--- config.mk ---
export PLATFORM = sky130hd
export DESIGN_NAME = lifegen_cell
export DESIGN_NICKNAME = d
export VERILOG_FILES = /design/src/rtl/lifegen_pkg.sv /design/src/rtl/lifegen_cell.sv
export SDC_FILE = /design/constraint.sdc
export NUM_CORES = 1
export LEC_CHECK = 0
export ABC_AREA = 1
export BUFFER_PORTS_ARGS = -buffer_cell sky130_fd_sc_hd__buf_2
export CAP_MARGIN = 0
export CORE_AREA = 2 2 114 83
export DETAILED_ROUTE_END_ITERATION = 12
export DIE_AREA = 0 0 116 85
export PLACE_DENSITY = 0.61
export SLEW_MARGIN = 10
export SYNTH_ARGS = -nofsm -noshare
export SYNTH_HDL_FRONTEND = slang
export SYNTH_SLANG_ARGS = --single-unit
export TNS_END_PERCENT = 30
--- constraint.sdc ---
create_clock -name clock -period 5.27 [get_ports clock]
set_input_delay 1.054 -clock clock [delete_from_list [all_inputs] [get_ports clock]]
set_output_delay 1.054 -clock clock [all_outputs]
set_load 0.01 [all_outputs]
--- src/rtl/lifegen_pkg.sv ---
// Shared types and constants for the B3/S23 life automaton generation block.
// Used by the column cell, the top level and the port checker; depends on nothing.
package lifegen_pkg;

   localparam int COL_WIDTH   = 6;
   localparam int ROW_WIDTH   = 5;
   localparam int COUNT_WIDTH = 12;
   localparam int COUNT_MAX   = 4095;

   // neighbour counts of the B3/S23 rule
   localparam logic [3:0] BIRTH_COUNT   = 4'd3;
   localparam logic [3:0] SURVIVE_COUNT = 4'd2;

   typedef enum logic [1:0] {
      FUNC_WRITE  = 2'd0,
      FUNC_TOGGLE = 2'd1,
      FUNC_STEP   = 2'd2,
      FUNC_READ   = 2'd3
   } func_type;

   typedef enum logic [1:0] {
      ST_IDLE = 2'd0,
      ST_GEN  = 2'd1,
      ST_SUM  = 2'd2
   } state_type;

   // broadcast control from the sequencer to every column cell
   typedef struct packed {
      logic                 gen;
      logic                 first_row;
      logic                 last_row;
      logic                 shift;
      logic                 wr;
      logic                 tgl;
      logic                 value;
      logic [ROW_WIDTH-1:0] row;
   } cell_ctrl_type;

endpackage

--- src/rtl/lifegen_cell.sv ---
// One column cell of the life automaton: holds a whole grid column as a rotating register.
// Depends on lifegen_pkg for the control struct and rule constants.
module lifegen_cell #(
   parameter int ROWS = 32
) (
   input  logic                      clock,
   input  logic                      reset,
   input  lifegen_pkg::cell_ctrl_type ctrl,
   input  logic                      col_sel,
   input  logic [2:0]                west_bits,
   input  logic [2:0]                east_bits,
   input  logic [$clog2(ROWS+1)-1:0] count_in,
   output logic [2:0]                nbr_bits,
   output logic [$clog2(ROWS+1)-1:0] count_out,
   output logic                      rd_bit
);

   localparam int RW = $clog2(ROWS);
   localparam int CW = $clog2(ROWS+1);

   logic [ROWS-1:0] col_ff, col_in;
   logic            prev_ff, prev_in;
   logic [CW-1:0]   cnt_ff, cnt_in;

   logic [RW-1:0] ridx;
   logic          cur, nxt, prv, born;
   logic [3:0]    n;

   assign ridx = RW'(ctrl.row);
   assign cur  = col_ff[0];
   assign nxt  = ctrl.last_row ? 1'b0 : col_ff[1];
   assign prv  = ctrl.first_row ? 1'b0 : prev_ff;

   assign nbr_bits  = {nxt, cur, prv};
   assign count_out = cnt_ff;
   assign rd_bit    = col_sel & col_ff[ridx];

   assign n = 4'(west_bits[0]) + 4'(west_bits[1]) + 4'(west_bits[2])
            + 4'(east_bits[0]) + 4'(east_bits[1]) + 4'(east_bits[2])
            + 4'(prv) + 4'(nxt);

   assign born = (n == lifegen_pkg::BIRTH_COUNT)
               | (cur & (n == lifegen_pkg::SURVIVE_COUNT));

   always_comb begin
      col_in  = col_ff;
      prev_in = prev_ff;
      cnt_in  = cnt_ff;
      if (ctrl.gen) begin
         // write the new row in and rotate the next one to the head
         col_in  = {born, col_ff[ROWS-1:1]};
         prev_in = cur;
         cnt_in  = (ctrl.first_row ? '0 : cnt_ff) + CW'(born);
      end else if (ctrl.shift) begin
         cnt_in = count_in;
      end else if (col_sel && ctrl.wr) begin
         col_in[ridx] = ctrl.value;
      end else if (col_sel && ctrl.tgl) begin
         col_in[ridx] = ~col_ff[ridx];
      end
   end

   always_ff @(posedge clock) begin
      if (reset) begin
         col_ff  <= '0;
         prev_ff <= 1'b0;
         cnt_ff  <= '0;
      end else begin
         col_ff  <= col_in;
         prev_ff <= prev_in;
         cnt_ff  <= cnt_in;
      end
   end

endmodule

==> results.sh, run 1 <==
export IMPL_drv_slew=0
export IMPL_min_path_cells=2
export IMPL_syn_area_mm2=0.00299
export IMPL_fp_row_count=29
export IMPL_syn_num_nets=523
export IMPL_slew_headroom=0.332
export IMPL_synthCells=487
export IMPL_path_buf_inv=5
export IMPL_slowest_stage="fa_1"
export IMPL_antenna_found_initial=0
export IMPL_clock_latency_ns=0.29
export IMPL_clk_path_buf_depth=2
export IMPL_grt_start_max_net_pins=41
export IMPL_grt_pass1_wl_um=13700
export IMPL_p_per_area_mw_per_mm2=257
export IMPL_path_cells="buf_2, inv_1, fa_1, fa_1, inv_1, fa_1, ha_1, fa_1, inv_1, nand2_1, o2111ai_1, inv_1, ha_1, ha_1, or2_2, a31oi_1, nor2_1"
export IMPL_tightest_slew_ns=1.00
export IMPL_p_leak_nw=1.46
export IMPL_final_nets=541
export IMPL_die_w_um=116
export IMPL_hold_class="reg -> reg"
export IMPL_synth_main_ff_cell="dfxtp_1"
export IMPL_synth_cell_types=31
export IMPL_dpl_hpwl_um=5160
export IMPL_core_area_mm2=0.00878
export IMPL_cp_required_ns=5.41
export IMPL_instances_no_fill=630
export IMPL_slowest_delay_ns=0.49
export IMPL_cp_depth=17
export IMPL_area_growth_pct=11.9
export IMPL_arrival_ns=4.43
export IMPL_wire_per_inst_um=12.4
export IMPL_layout_commonest_cell="nand2_1"
export IMPL_yosysWarnings=0
export IMPL_routabilityCongestion=0.806
export IMPL_ys_ff_latch=39
export IMPL_io_buffers=36
export IMPL_drive_gt1_frac=0.202
export IMPL_cts_buffers=5
export IMPL_cts_sinks=39
export IMPL_ios=37
export IMPL_critical_path_class="in -> reg"
export IMPL_postRouteAntennaNets=0
export IMPL_finalCriticalPeriod_ns=4.29
export IMPL_cts_resized=0
export IMPL_cts_tree="yes"
export IMPL_reg2reg_setup_slack_ns=1.69
export IMPL_finalHoldViolations=0
export IMPL_final_cell_mix="188 x nand2_1, 44 x nor2_1, 39 x o21ai_0, 39 x dfxtp_1, 36 x buf_2"
export IMPL_setup_viol=0
export IMPL_ir_worst_vdd_v=0.000147
export IMPL_timing_final_crit_share=0.814
export IMPL_r2r_cells=17
export IMPL_synth_edf_count=0
export IMPL_drc=0
export IMPL_grt_overflow_total=0
export IMPL_cts_root_buf="clkbuf_16"
export IMPL_cts_hold_buf=0
export IMPL_vias=2983
export IMPL_drtIter0Drc=241
export IMPL_die_y_um=85
export IMPL_drtPass1Iterations=4
export IMPL_grtUsageTotal=0.169
export IMPL_synth_seq_area_share=0.261
export IMPL_fmax_mhz=233
export IMPL_viasPerCell=4.73
export IMPL_clkTransAtPathRegs_ns=0.06
export IMPL_post_cts_setup_buffers=0
export IMPL_die_area_mm2=0.00986
export IMPL_h_tree_depth=2
export IMPL_fill_cells=968
export IMPL_avgSynthCellArea_um2=6.14
export IMPL_start_util=0.340
export IMPL_cp_top_family="adder cells"
export IMPL_dp_cells=622
export IMPL_skew_ns=0.00814
export IMPL_status="completed"
export IMPL_cp_start_kind="input pin"
export IMPL_wirelength_um=7790
export IMPL_path_max_fanout=3
export IMPL_end_kind="flip-flop"
export IMPL_cap_violations=0
export IMPL_grt_pass1_vias=2925
export IMPL_rsz0062_at_grt="false"
export IMPL_tns_ns=0
export IMPL_antenna_cells=0
export IMPL_async_flop_share=0
report_power, final:
part           internal [mW]  switching (mW)
sequential             0.315          0.0147
combinational         0.0638           0.115
clock                  0.223           0.128
total                  0.602           0.259
cell type report:
class | count | area (um^2) | share of cell area
clock inverter | 3 | 43.8 | 0.0131
timing repair buffer | 39 | 203 | 0.0606
multi-input combinational | 384 | 1900 | 0.568
clock buffer | 5 | 125 | 0.0374
tap | 124 | 155 | 0.0464
sequential | 39 | 781 | 0.233
inverter | 36 | 138 | 0.0412
cells in the mapped netlist (4+ instances only):
master	number	share of area
a21oi_1	11	0.018
a21oi_2	23	0.067
buf_4	4	0.010
buf_6	4	0.015
clkbuf_1	16	0.020
dfxtp_1	39	0.26
fa_1	4	0.027
ha_1	5	0.021
inv_1	34	0.043
nand2_1	188	0.24
nand2_2	23	0.048
nand3_1	15	0.025
nand4_1	9	0.019
nor2_1	44	0.055
nor2_2	4	0.0084
nor3_1	6	0.010
o21ai_0	39	0.065
per-stage QoR:
stage               total power, mW  worst slack [ns]  hold slack, ns  cell area (um^2)   util
floorplan                     0.474             0.934           0.465              2990      -
CTS                           0.870             0.965           0.530              3340  0.381
global route                  0.912             0.652           0.557              3340  0.381
global placement              0.512             0.731           0.507              3180  0.362
finish                        0.861             0.978           0.528              3340  0.381
detailed placement            0.516             0.654           0.521              3180  0.362
worst paths after layout:
kind,endpoint,start
max,count_out[2],west_bits[0]
min reg2reg,prev_ff,col_ff[0]
min,prev_ff,col_ff[0]
max reg2reg,count_out[2],col_ff[1]
per-layer routing:
layer	GRT usage	up-vias	wire, um
met5	0	-	0
met4	0.0465	0	63
met3	0.0271	7	346
met2	0.269	61	3410
met1	0.238	1333	3960
li1	-	1582	-
kinds of logic after synthesis:
group / after synthesis / share of synthesized area
AND/OR/NAND/NOR: 293 / 0.414
AO/OA/AOI/OAI: 82 / 0.173
buffers and inverters: 64 / 0.105
flip-flops: 39 / 0.261
adder cells (fa/ha/maj): 9 / 0.0477
tightest hold or removal path: stages (launching register included):
cell	delay [ns]
dfxtp_1	0.33
inv_1	0.08
a21oi_1	0.07
flip-flops by register name (all words and copies together), names as in the netlist:
| signal | cells |
|---|---|
| count_out | 6 |
| prev_ff | 1 |
| col_ff | 32 |
No activity file was read; power rests on OpenSTA's default activity.
==> inputs of run 2 (changes only) <==
- ABC_AREA: 1 -> 0
- CORE_AREA: 2 2 114 83 -> 2 2 116 84
- DIE_AREA: 0 0 116 85 -> 0 0 118 86
- PLACE_DENSITY: 0.61 -> 0.63
- clock period: 5.27 -> 3.8 ns (I/O delays scaled with it)
==> results.sh, run 2 <==
export IMPL_antenna_cells=0
export IMPL_final_nets=458
export IMPL_yosysWarnings=0
export IMPL_routabilityCongestion=0.784
export IMPL_grtUsageTotal=0.188
export IMPL_setup_viol=4
export IMPL_worst_slack_ns=-0.109
export IMPL_top_register="col_ff"
export IMPL_clk_path_buf_depth=2
export IMPL_die_area_mm2=0.0101
export IMPL_ios=37
export IMPL_drtIter0Drc=297
export IMPL_cp_top_family="adder cells"
export IMPL_core_area_mm2=0.00896
export IMPL_cts_root_buf="clkbuf_16"
export IMPL_finalCoreUtilization=0.401
export IMPL_viasPerCell=5.82
export IMPL_synth_seq_area_share=0.252
export IMPL_r2r_cells=15
export IMPL_grt_overflow_total=0
export IMPL_p_per_area_mw_per_mm2=315
export IMPL_syn_area_mm2=0.00310
export IMPL_clock_latency_ns=0.28
export IMPL_fill_cells=915
export IMPL_synthCells=401
export IMPL_reg2reg_setup_slack_ns=0.43
export IMPL_min_path_cells=2
export IMPL_slew_headroom=0.385
export IMPL_synth_area_leader_cell="dfxtp_1"
export IMPL_end_kind="flip-flop"
export IMPL_area_growth_pct=15.9
export IMPL_drive_gt1_frac=0.227
export IMPL_synth_most_common_cell="nor2_1"
export IMPL_final_cell_mix="40 x nor2_1, 39 x dfxtp_1, 38 x nand2_1, 38 x nor3_1, 34 x buf_2"
export IMPL_internal_power_mw=0.826
export IMPL_cts_sinks=39
export IMPL_h_tree_depth=2
export IMPL_arrival_ns=4.13
export IMPL_power_switching_mw=0.309
export IMPL_drv_slew=0
export IMPL_dp_slack_ns=-0.527
export IMPL_grt_pass1_wl_um=15400
export IMPL_cap_violations=0
export IMPL_finalHoldViolations=0
export IMPL_p_clk_frac=0.440
export IMPL_cts_tree="yes"
export IMPL_cp_start_kind="input pin"
export IMPL_slowest_delay_ns=0.49
export IMPL_instances_no_fill=547
export IMPL_rsz0062_at_grt="true"
export IMPL_violations="negative setup slack"
export IMPL_synth_edf_count=0
export IMPL_fmax_mhz=256
export IMPL_die_y_um=86
export IMPL_wire_per_inst_um=17.1
export IMPL_die_w_um=118
export IMPL_critical_path_class="in -> reg"
export IMPL_drtPass1Iterations=5
export IMPL_synth_area_leaders="dfxtp_1 25%, a211oi_1 7.7%, a21boi_0 7.5%"
export IMPL_finalCriticalPeriod_ns=3.91
export IMPL_start_util=0.346
export IMPL_cp_depth=17
export IMPL_cp_required_ns=4.02
export IMPL_timing_final_crit_share=1.03
export IMPL_cts_buffers=5
export IMPL_syn_num_nets=437
export IMPL_ys_top_cells_by_count="42 x nor2_1, 39 x dfxtp_1, 38 x nand2_1, 38 x nor3_1, 32 x a211oi_1"
export IMPL_hold_class="reg -> reg"
export IMPL_clkTransAtPathRegs_ns=0.06
export IMPL_ys_ff_latch=39
export IMPL_postRouteAntennaNets=0
export IMPL_finalPower_mw=1.13
export IMPL_path_buf_inv=3
export IMPL_synth_cell_types=47
export IMPL_async_flop_share=0
export IMPL_seqPwrFrac=0.373
export IMPL_avgSynthCellArea_um2=7.74
export IMPL_p_leak_nw=1.31
export IMPL_drc=0
export IMPL_path_max_fanout=4
export IMPL_fp_row_count=29
export IMPL_cpMostUsedCell="fa_1"
export IMPL_vias=3186
export IMPL_synth_top_cell_area_share=0.252
export IMPL_path_cells="buf_6, inv_2, fa_1, fa_1, inv_1, fa_1, ha_2, fa_2, and2_4, a21oi_4, nor2_2, ha_4, ha_4, nand3_1, o21ai_1, a211o_1, a21oi_1"
export IMPL_synth_main_ff_cell="dfxtp_1"
export IMPL_largest_reg_flops=32
export IMPL_skew_ns=0.00479
export IMPL_grt_start_max_net_pins=47
export IMPL_grt_pass1_vias=3051
export IMPL_dpl_hpwl_um=6050
export IMPL_ir_worst_vdd_v=0.000186
export IMPL_layout_commonest_cell="nor2_1"
export IMPL_tightest_slew_ns=0.921
export IMPL_slowest_stage="fa_1"
export IMPL_io_buffers=36
export IMPL_post_cts_setup_buffers=0
export IMPL_p_comb_frac=0.187
export IMPL_dp_cells=539
export IMPL_antenna_found_initial=0
export IMPL_status="finished, violations left"
export IMPL_wirelength_um=9360
export IMPL_swShare=0.272
-- run 2: repair_timing --
action | CTS | global route
hold endpoints to repair | 0 | 0
hold buffers | 0 | 0
setup endpoints to repair | 5 | 5
pin swaps | 6 | 4
resized for setup | 10 | 4
-- run 2: cells by family (layout without fill, tap and decap cells) --
| group | Yosys count | count (layout) | synth area share |
|---|---|---|---|
| and+or+nand+nor | 162 | 162 | 0.257 |
| AOI/OAI and AO/OA | 117 | 117 | 0.280 |
| buffers and inverters | 51 | 73 | 0.0846 |
| DFF | 39 | 39 | 0.252 |
| muxes | 20 | 20 | 0.0730 |
| adders and majority gates | 9 | 9 | 0.0460 |
| xor gates and xnor gates | 3 | 3 | 0.00847 |
-- run 2: routing by layer --
metal,wire length [um],part of all wire,vias to the layer above,track usage
li1,-,-,1512,-
met1,4400,0.47,1500,0.281
met2,4020,0.43,159,0.271
met3,811,0.087,15,0.0352
met4,124,0.013,0,0.0581
met5,0,0,-,0
-- run 2: worst reg2reg max path, cell delays in order (launching register included) --
cell and delay (ns):
dfxtp_1 0.38, nand2b_1 0.11, fa_1 0.52, inv_1 0.06
fa_1 0.47, ha_2 0.20, fa_2 0.33, and2_4 0.17
a21oi_4 0.13, nor2_2 0.07, ha_4 0.17, ha_4 0.17
nand3_1 0.07, o21ai_1 0.06, a211o_1 0.28, a21oi_1 0.11
-- run 2: worst paths after layout --
kind	from	endpoint
max	west_bits[0]	count_out[2]
min reg2reg	prev_ff	prev_ff
max reg2reg	col_ff[1]	count_out[2]
min	prev_ff	prev_ff
-- run 2: per-stage QoR --
stage                     setup TNS (ns)  area [um^2]  hold slack (ns)
after floorplan                   -0.672         3130            0.452
after global placement             -2.03         3380            0.471
after detailed placement           -2.60         3380            0.488
after CTS                         -0.522         3570            0.505
after global routing              -0.845         3600            0.535
final                             -0.228         3600            0.497
-- run 2: final cells by class --
cell class / count / area [um^2] / share of cell area
flip-flops and latches: 39 / 781 / 0.217
inverters: 12 / 45.0 / 0.0125
repair buffers: 53 / 320 / 0.0890
clock inverters: 2 / 35.0 / 0.00974
well taps: 124 / 155 / 0.0431
clock buffers: 6 / 139 / 0.0386
multi-input cells: 311 / 2120 / 0.590
-- run 2: power by group through the flow --
stage,Sequential [mW],Combinational [mW],Clock [mW]
after floorplan,0.432,0.130,0
after global placement,0.431,0.191,0
after detailed placement,0.432,0.195,0
after CTS,0.423,0.203,0.512
after global routing,0.424,0.236,0.530
final,0.423,0.212,0.500
==> inputs of run 3 (changes only) <==
- CELL_PAD_IN_SITES_DETAIL_PLACEMENT: not set -> 0
- CELL_PAD_IN_SITES_GLOBAL_PLACEMENT: not set -> 1
- PLACE_DENSITY: 0.63 -> 0.78
==> results.sh, run 3 (synthesized netlist as in run 2, its figures left out) <==
export IMPL_status="finished, violations left"
export IMPL_violations="negative setup slack"
export IMPL_antenna_cells=0
export IMPL_tns_ns=-0.417
export IMPL_hold_worst_slack_ns=0.491
export IMPL_cts_tree="yes"
export IMPL_finalPower_mw=1.19
export IMPL_largest_reg_flops=32
export IMPL_reg2reg_setup_slack_ns=0.43
export IMPL_path_cells="buf_2, inv_2, fa_1, fa_1, inv_1, fa_1, ha_2, fa_2, and2_4, a21oi_4, nor2_2, ha_2, ha_4, nand3_1, o21ai_1, a211o_1, a21oi_1"
export IMPL_finalCoreUtilization=0.401
export IMPL_ios=37
export IMPL_instances_no_fill=547
export IMPL_die_area_mm2=0.0101
export IMPL_hold_class="reg -> reg"
export IMPL_p_comb_frac=0.177
export IMPL_layout_commonest_cell="nor2_1"
export IMPL_dp_cells=538
export IMPL_dp_slack_ns=-0.510
export IMPL_grt_pass1_wl_um=15500
export IMPL_die_w_um=118
export IMPL_min_from="prev_ff"
export IMPL_wire_per_inst_um=17.7
export IMPL_ir_worst_vdd_v=0.000150
export IMPL_fmax_mhz=253
export IMPL_multi_input_area_mm2=0.00212
export IMPL_cts_sinks=39
export IMPL_finalCriticalPeriod_ns=3.95
export IMPL_final_nets=458
export IMPL_p_per_area_mw_per_mm2=332
export IMPL_cts_buffers=5
export IMPL_grt_start_max_net_pins=47
export IMPL_setup_viol=4
export IMPL_drv_slew=0
export IMPL_core_area_mm2=0.00896
export IMPL_drive_gt1_frac=0.225
export IMPL_path_buf_inv=3
export IMPL_critical_path_class="in -> reg"
export IMPL_setup_worst_path_start="west_bits[1]"
export IMPL_grt_overflow_total=0
export IMPL_cts_root_buf="clkbuf_16"
export IMPL_r2r_end="count_out[2]"
export IMPL_tightest_slew_ns=0.802
export IMPL_swShare=0.268
export IMPL_slew_headroom=0.458
export IMPL_drc=0
export IMPL_finalInstanceArea_mm2=0.00360
export IMPL_finalHoldViolations=0
export IMPL_timing_rr_start="col_ff[1]"
export IMPL_cp_depth=17
export IMPL_drtPass1Iterations=4
export IMPL_arrival_ns=4.18
export IMPL_antenna_found_initial=0
export IMPL_path_max_fanout=4
export IMPL_seqPwrFrac=0.354
export IMPL_slowest_stage="fa_1"
export IMPL_power_switching_mw=0.320
export IMPL_p_leak_nw=1.32
export IMPL_cpMostUsedCell="fa_1"
export IMPL_io_buffers=36
export IMPL_end_kind="flip-flop"
export IMPL_skew_ns=0.00789
export IMPL_r2r_cells=15
export IMPL_start_util=0.346
export IMPL_clk_path_buf_depth=2
export IMPL_dpl_instance_area_mm2=0.00337
export IMPL_worst_slack_ns=-0.149
export IMPL_p_clk_frac=0.469
export IMPL_final_cell_mix="40 x nor2_1, 39 x dfxtp_1, 38 x nand2_1, 38 x nor3_1, 36 x buf_2"
export IMPL_endpoint="count_out[2]"
export IMPL_cap_violations=0
export IMPL_postRouteAntennaNets=0
export IMPL_fill_cells=935
export IMPL_timing_final_crit_share=1.04
export IMPL_internal_power_mw=0.875
export IMPL_clock_latency_ns=0.29
export IMPL_clkTransAtPathRegs_ns=0.07
export IMPL_cp_top_family="adder cells"
export IMPL_top_register="col_ff"
export IMPL_vias=3133
export IMPL_cp_start_kind="input pin"
export IMPL_cp_required_ns=4.03
export IMPL_rsz0062_at_grt="true"
export IMPL_h_tree_depth=2
export IMPL_viasPerCell=5.73
export IMPL_regArea_um2=781
export IMPL_routabilityCongestion=0.760
export IMPL_dpl_hpwl_um=6140
export IMPL_drtIter0Drc=238
export IMPL_fp_row_count=29
export IMPL_area_growth_pct=15.9
export IMPL_slowest_delay_ns=0.50
export IMPL_die_y_um=86
export IMPL_wirelength_um=9710
export IMPL_grtUsageTotal=0.191
export IMPL_grt_pass1_vias=2905
export IMPL_min_path_cells=2
-- run 3: layout make-up --
cell class / count / area share
clock inverter: 3 / 0.0188
timing repair buffer: 53 / 0.0856
sequential: 39 / 0.217
tap: 124 / 0.0431
multi-input combinational: 311 / 0.588
clock buffer: 5 / 0.0348
inverter: 12 / 0.0125
-- run 3: how the worst min path moves through the flow --
stage	to
6_report	prev_ff
5_1_grt	prev_ff
4_1_cts	prev_ff
3_5_place_dp	prev_ff
3_3_place_gp	prev_ff
2_1_floorplan	prev_ff
-- run 3: power groups by stage --
stage | Sequential, mW | Combinational, mW | Clock, mW
5_1_grt | 0.424 | 0.234 | 0.584
6_report | 0.423 | 0.211 | 0.560
2_1_floorplan | 0.432 | 0.130 | 0
4_1_cts | 0.423 | 0.205 | 0.564
3_3_place_gp | 0.431 | 0.193 | 0
3_5_place_dp | 0.432 | 0.197 | 0
-- run 3: layer usage --
metal	track usage	vias to the layer above	wire, um
met2	0.288	103	4240
met4	0.0471	0	91
met3	0.0366	11	555
li1	-	1506	-
met1	0.279	1513	4820
met5	0	-	0
-- run 3: worst reg2reg max path, delay by kind of cell (launching register included) --
kind,cells,cell delay (ns)
simple gates,4,0.41
flops,1,0.37
fa+ha+maj,6,1.90
buf+inv,1,0.05
compound gates,4,0.56
-- run 3: repair_timing --
item | 4_1_cts | 5_1_grt
gates resized for setup | 6 | 4
endpoints found under the setup margin | 5 | 5
pin swaps | 3 | 3
buffers inserted | 1 | 0
hold buffers | 0 | 0
